--- config.mk ---
export PLATFORM = sky130hd
export DESIGN_NAME = lrgs_ram
export DESIGN_NICKNAME = d
export VERILOG_FILES = /design/src/hw/rtl/lrgs_ram.sv
export SDC_FILE = /design/constraint.sdc
export NUM_CORES = 1
export LEC_CHECK = 0
export BUFFER_PORTS_ARGS = -buffer_cell sky130_fd_sc_hd__buf_2
export CAP_MARGIN = 0
export CELL_PAD_IN_SITES_DETAIL_PLACEMENT = 0
export CELL_PAD_IN_SITES_GLOBAL_PLACEMENT = 1
export CORE_MARGIN = 2
export CORE_UTILIZATION = 55
export DETAILED_ROUTE_END_ITERATION = 8
export PLACE_DENSITY_LB_ADDON = 0.15
export SYNTH_ARGS = -nofsm -noshare
export SYNTH_HDL_FRONTEND = slang
export SYNTH_SLANG_ARGS = --single-unit
--- constraint.sdc ---
create_clock -name clk_i -period 4.59 [get_ports clk_i]
set_input_delay 0.6885 -clock clk_i [delete_from_list [all_inputs] [get_ports clk_i]]
set_output_delay 0.6885 -clock clk_i [all_outputs]
set_load 0.02 [all_outputs]
--- src/hw/rtl/lrgs_ram.sv ---
// Generic single-write, single-read RAM with registered read data.
// Standalone; used for weights, sample features and gradient sums.
module lrgs_ram #(
  parameter int unsigned WIDTH = 32,
  parameter int unsigned DEPTH = 16
) (
  input  logic                     clk_i,
  input  logic                     we_i,
  input  logic [$clog2(DEPTH)-1:0] waddr_i,
  input  logic [WIDTH-1:0]         wdata_i,
  input  logic [$clog2(DEPTH)-1:0] raddr_i,
  output logic [WIDTH-1:0]         rdata_o
);

  logic [WIDTH-1:0] mem_q [DEPTH];

  // Write port
  always_ff @(posedge clk_i) begin
    if (we_i) begin
      mem_q[waddr_i] <= wdata_i;
    end
  end

  // Registered read port
  always_ff @(posedge clk_i) begin
    rdata_o <= mem_q[raddr_i];
  end

endmodule
* Word level (Yosys, flattened, before mapping)
Memories as Yosys holds them, arrays and structs flattened. A register that Yosys moved wholly into a read port is not among the register bits.
Index checks and enable logic that the tools add are counted.
** Storage, ports and cells
- Bits in registers :: 0
- Bits in writable memories :: 512
- Input bits :: 42
- Output and inout bits :: 32
- Logic and storage cells :: 3
- Memories :: 1
** Memories
- mem_q :: words 16, width 32, read ports 1, clocked after Yosys merged registers in 1, write ports 1, line 15 : logic [WIDTH-1:0] mem_q [DEPTH];
** Operators by class
- Multiplexer cells :: 2
** Operator list (number)
- 1-bit 2-to-1 mux :: 2

* Depth between registers and ports, before layout
- Depth after elaboration :: 2
- Mapped depth :: 5
- Gate-level depth less buffers :: 3

* Worst setup path after synthesis
Ideal clock, no wire load.
- Path kind :: in2reg
- Start :: input port waddr_i[2]
- End :: memory mem_q[0][0], enable pin
- Arrival time :: 3407 ps
- Required time :: 4129 ps
- Path slack :: 722 ps
- Cell stages on the path :: 2
- Path buffers :: 0
- Path through :: or3b_2 -> nor3_1
** RTL lines
- start, declared :: line 9 : input logic [$clog2(DEPTH)-1:0] waddr_i,
- end, declared :: line 15
No word-level cell before the write port.

==> out/qor.json <==
{
  "root_buffer": "clkbuf_16",
  "synth_area_per_cell_um2": 23.7,
  "route.detailed.vias_per_inst": 6.20,
  "cellInternalPower_uw": 8350,
  "row_count": 69,
  "synth.ff_latch_count": 544,
  "path_clk_slew_ns": 0.06,
  "synthesis.instances": 838,
  "start_util_pct": 55.8,
  "pwr_density_cell_nw_per_um2": 459,
  "cts-root-to-sink-buffers": 3,
  "worstPathRequired_ns": 5.05,
  "clock_tree_from_tritoncts": "done",
  "relative_slew_slack_pct": 39.4,
  "maxCapViolCount": 0,
  "overflow": 0,
  "routed_wirelength_um": 41400,
  "net-switching-power_uw": 2070,
  "dp_hpwl_um": 21200,
  "die_height_um": 194,
  "layout-drive-gt1-share_pct": 32.9,
  "source_to_sink_clock_delay_at_the_later_pin_of_the_worst_skew_pair_ns": 0.58,
  "slew_viol_final": 0,
  "period_needed_ns": 2.20,
  "setup_repair_after_global_routing_missed_its_margin": "false",
  "asr_flop_ratio_synth_pct": 0,
  "crit_share_post_route_pct": 48.0,
  "numPortBuffers": 73,
  "leakage_uw": 0.00733,
  "holdCritPathClass": "input port to flop",
  "cts-buffers-inserted": 53,
  "cts_repair_resize_count": 0,
  "ios": 74,
  "max_freq_ghz": 0.454,
  "netSwitchingFraction_pct": 19.9,
  "worst_setup_path_end_kind": "flop",
  "first_global_vias": 9512,
  "fin_nets": 990,
  "postCtsHoldBufs": 0,
  "vdd_ir_drop_max_mv": 0.338,
  "drt_first_iter_violations": 992,
  "antenna_left": 0,
  "final.setup.tns_ns": 0,
  "wl_per_cell_um": 28.5,
  "hold_viol": 0,
  "global_route_wire_length_before_repair_um": 61300,
  "via_count": 8989,
  "drt_drc_violations_left": 0,
  "grt_start_max_net_pins": 73,
  "finalWeightedCongestion": 0.709,
  "combinationalPowerShare_pct": 4.9,
  "timing_worst_setup_path_type": "input port to flop",
  "power.sequential.fraction_pct": 53.6,
  "post-cts-setup-buffer-count": 0,
  "timing.clock.skew_ns": 0.00953,
  "detailedRoute.firstPassIterationCount": 5,
  "synth_fp_nets": 880,
  "track_usage_pct": 22.6,
  "worst_slew_pin_slew_ns": 0.907,
  "synth-warning-count": 0,
  "power.clock.fraction_pct": 41.5,
  "synth_enable_flop_cells": 512,
  "die-area_um2": 37600,
  "synth_cell_type_count": 18,
  "worst_setup_path_start_kind": "input port",
  "finalHoldWorstSlack_ns": 0.467,
  "post_synth_instance_area_um2": 19900,
  "htree_num_levels": 2,
  "seq_area_frac_synth_pct": 80.7,
  "yosys_most_used_dff": "edfxtp_1",
  "worst-endpoint-arrival_ns": 2.66,
  "setup_viol": 0,
  "cp_max_fo": 72,
  "cts_sink_count": 544,
  "outcome": "completed",
  "syn_to_final_growth_pct": 14.2,
  "dieWidth_um": 194,
  "placeableCoreArea_um2": 35600,
  "grt_antenna_before_repair": 2
}
-- power by group through the flow --
stage               clock network (uW)  registers (uW)  logic (uW)
CTS                               4410            5590         518
detailed placement                   0            5690         517
floorplan                            0            5730         267
global route                      4610            5590         549
finish                            4320            5590         509
global placement                     0            5690         502
-- kinds of logic (layout without fill, tap and decap cells) --
family	count (synthesis)	in the layout	share of synthesized area [%]
and+or+nand+nor	59	59	1.27
buffers and inverters	43	192	1.12
muxes	128	128	14.5
DFF	544	544	80.7
other	0	3	0
AOI/OAI and AO/OA	64	64	2.42
-- state kept, by name (all words and copies together) (netlist names) --
name and flops:
mem_q 512, rdata_o 32
-- placed cells by master, fill, tap and decap left out, types with 3 or more instances in the layout --
cell and count:
edfxtp_1 512, clkbuf_16 53, a22oi_1 64, diode_2 3, clkinv_2 10, clkbuf_1 13
mux4_2 128, bufinv_16 6, buf_4 24, clkbuf_8 10, nor2_4 13, nand2_1 33
buf_2 71, dfxtp_1 32, nor3_2 4
-- synthesized netlist by cell type, types with 2 or more instances --
cell type / n / area share [%]
mux4_2: 128 / 15
dfxtp_1: 32 / 3.2
a22oi_1: 64 / 2.4
edfxtp_1: 512 / 77
nor3_1: 4 / 0.10
buf_4: 11 / 0.42
nor2b_1: 2 / 0.063
buf_6: 2 / 0.11
nand2b_1: 2 / 0.063
buf_1: 9 / 0.17
nor2_1: 13 / 0.25
nand3b_1: 2 / 0.076
clkbuf_1: 17 / 0.32
nand2_1: 33 / 0.62
buf_2: 4 / 0.10
-- path summary, 6_finish.rpt --
| kind | to | slack [ns] | from | cells after the start |
|---|---|---|---|---|
| setup / recovery | rdata_o[27] | 2.39 | raddr_i[1] | 5 |
| hold / removal | mem_q[11][25] | 0.47 | wdata_i[25] | 1 |
| setup reg to reg | rdata_o[27] | 3.26 | mem_q[11][27] | 3 |
| hold reg to reg | rdata_o[24] | 0.66 | mem_q[14][24] | 3 |
-- area by class of cell --
| class | instances | area, um2 |
|---|---|---|
| fillers | 2385 | 12900 |
| multi-input cells | 251 | 3750 |
| well taps | 461 | 577 |
| clock inverters | 19 | 246 |
| diodes | 3 | 7.51 |
| clock buffers | 75 | 1500 |
| flip-flops and latches | 544 | 16000 |
| repair buffers | 98 | 589 |
-- through the flow --
stage	cell area, um2	cells	util [%]	total power [uW]	worst slack, ns
final	22700	1451	63.8	10400	2.39
after global routing	22700	1448	63.8	10800	2.33
after CTS	22700	1448	63.8	10500	2.40
after detailed placement	20900	1354	58.8	6210	1.79
after global placement	20900	1354	58.8	6190	1.84
after floorplan	19900	838	-	5990	0.722
-- routing by layer --
layer / vias up / global-route usage (%) / wire [um]
met5: - / 0 / 13
met4: 2 / 7.32 / 983
met3: 70 / 4.04 / 2740
met2: 316 / 36.3 / 20500
met1: 4805 / 32.1 / 17100
li1: 3796 / - / -
-- worst max-delay path: stages --
cell and delay, ns:
buf_4 0.66, buf_12 0.45, mux4_2 0.46, a22oi_1 0.21, nand2_1 0.10
Power figures use the tool's default switching activity.
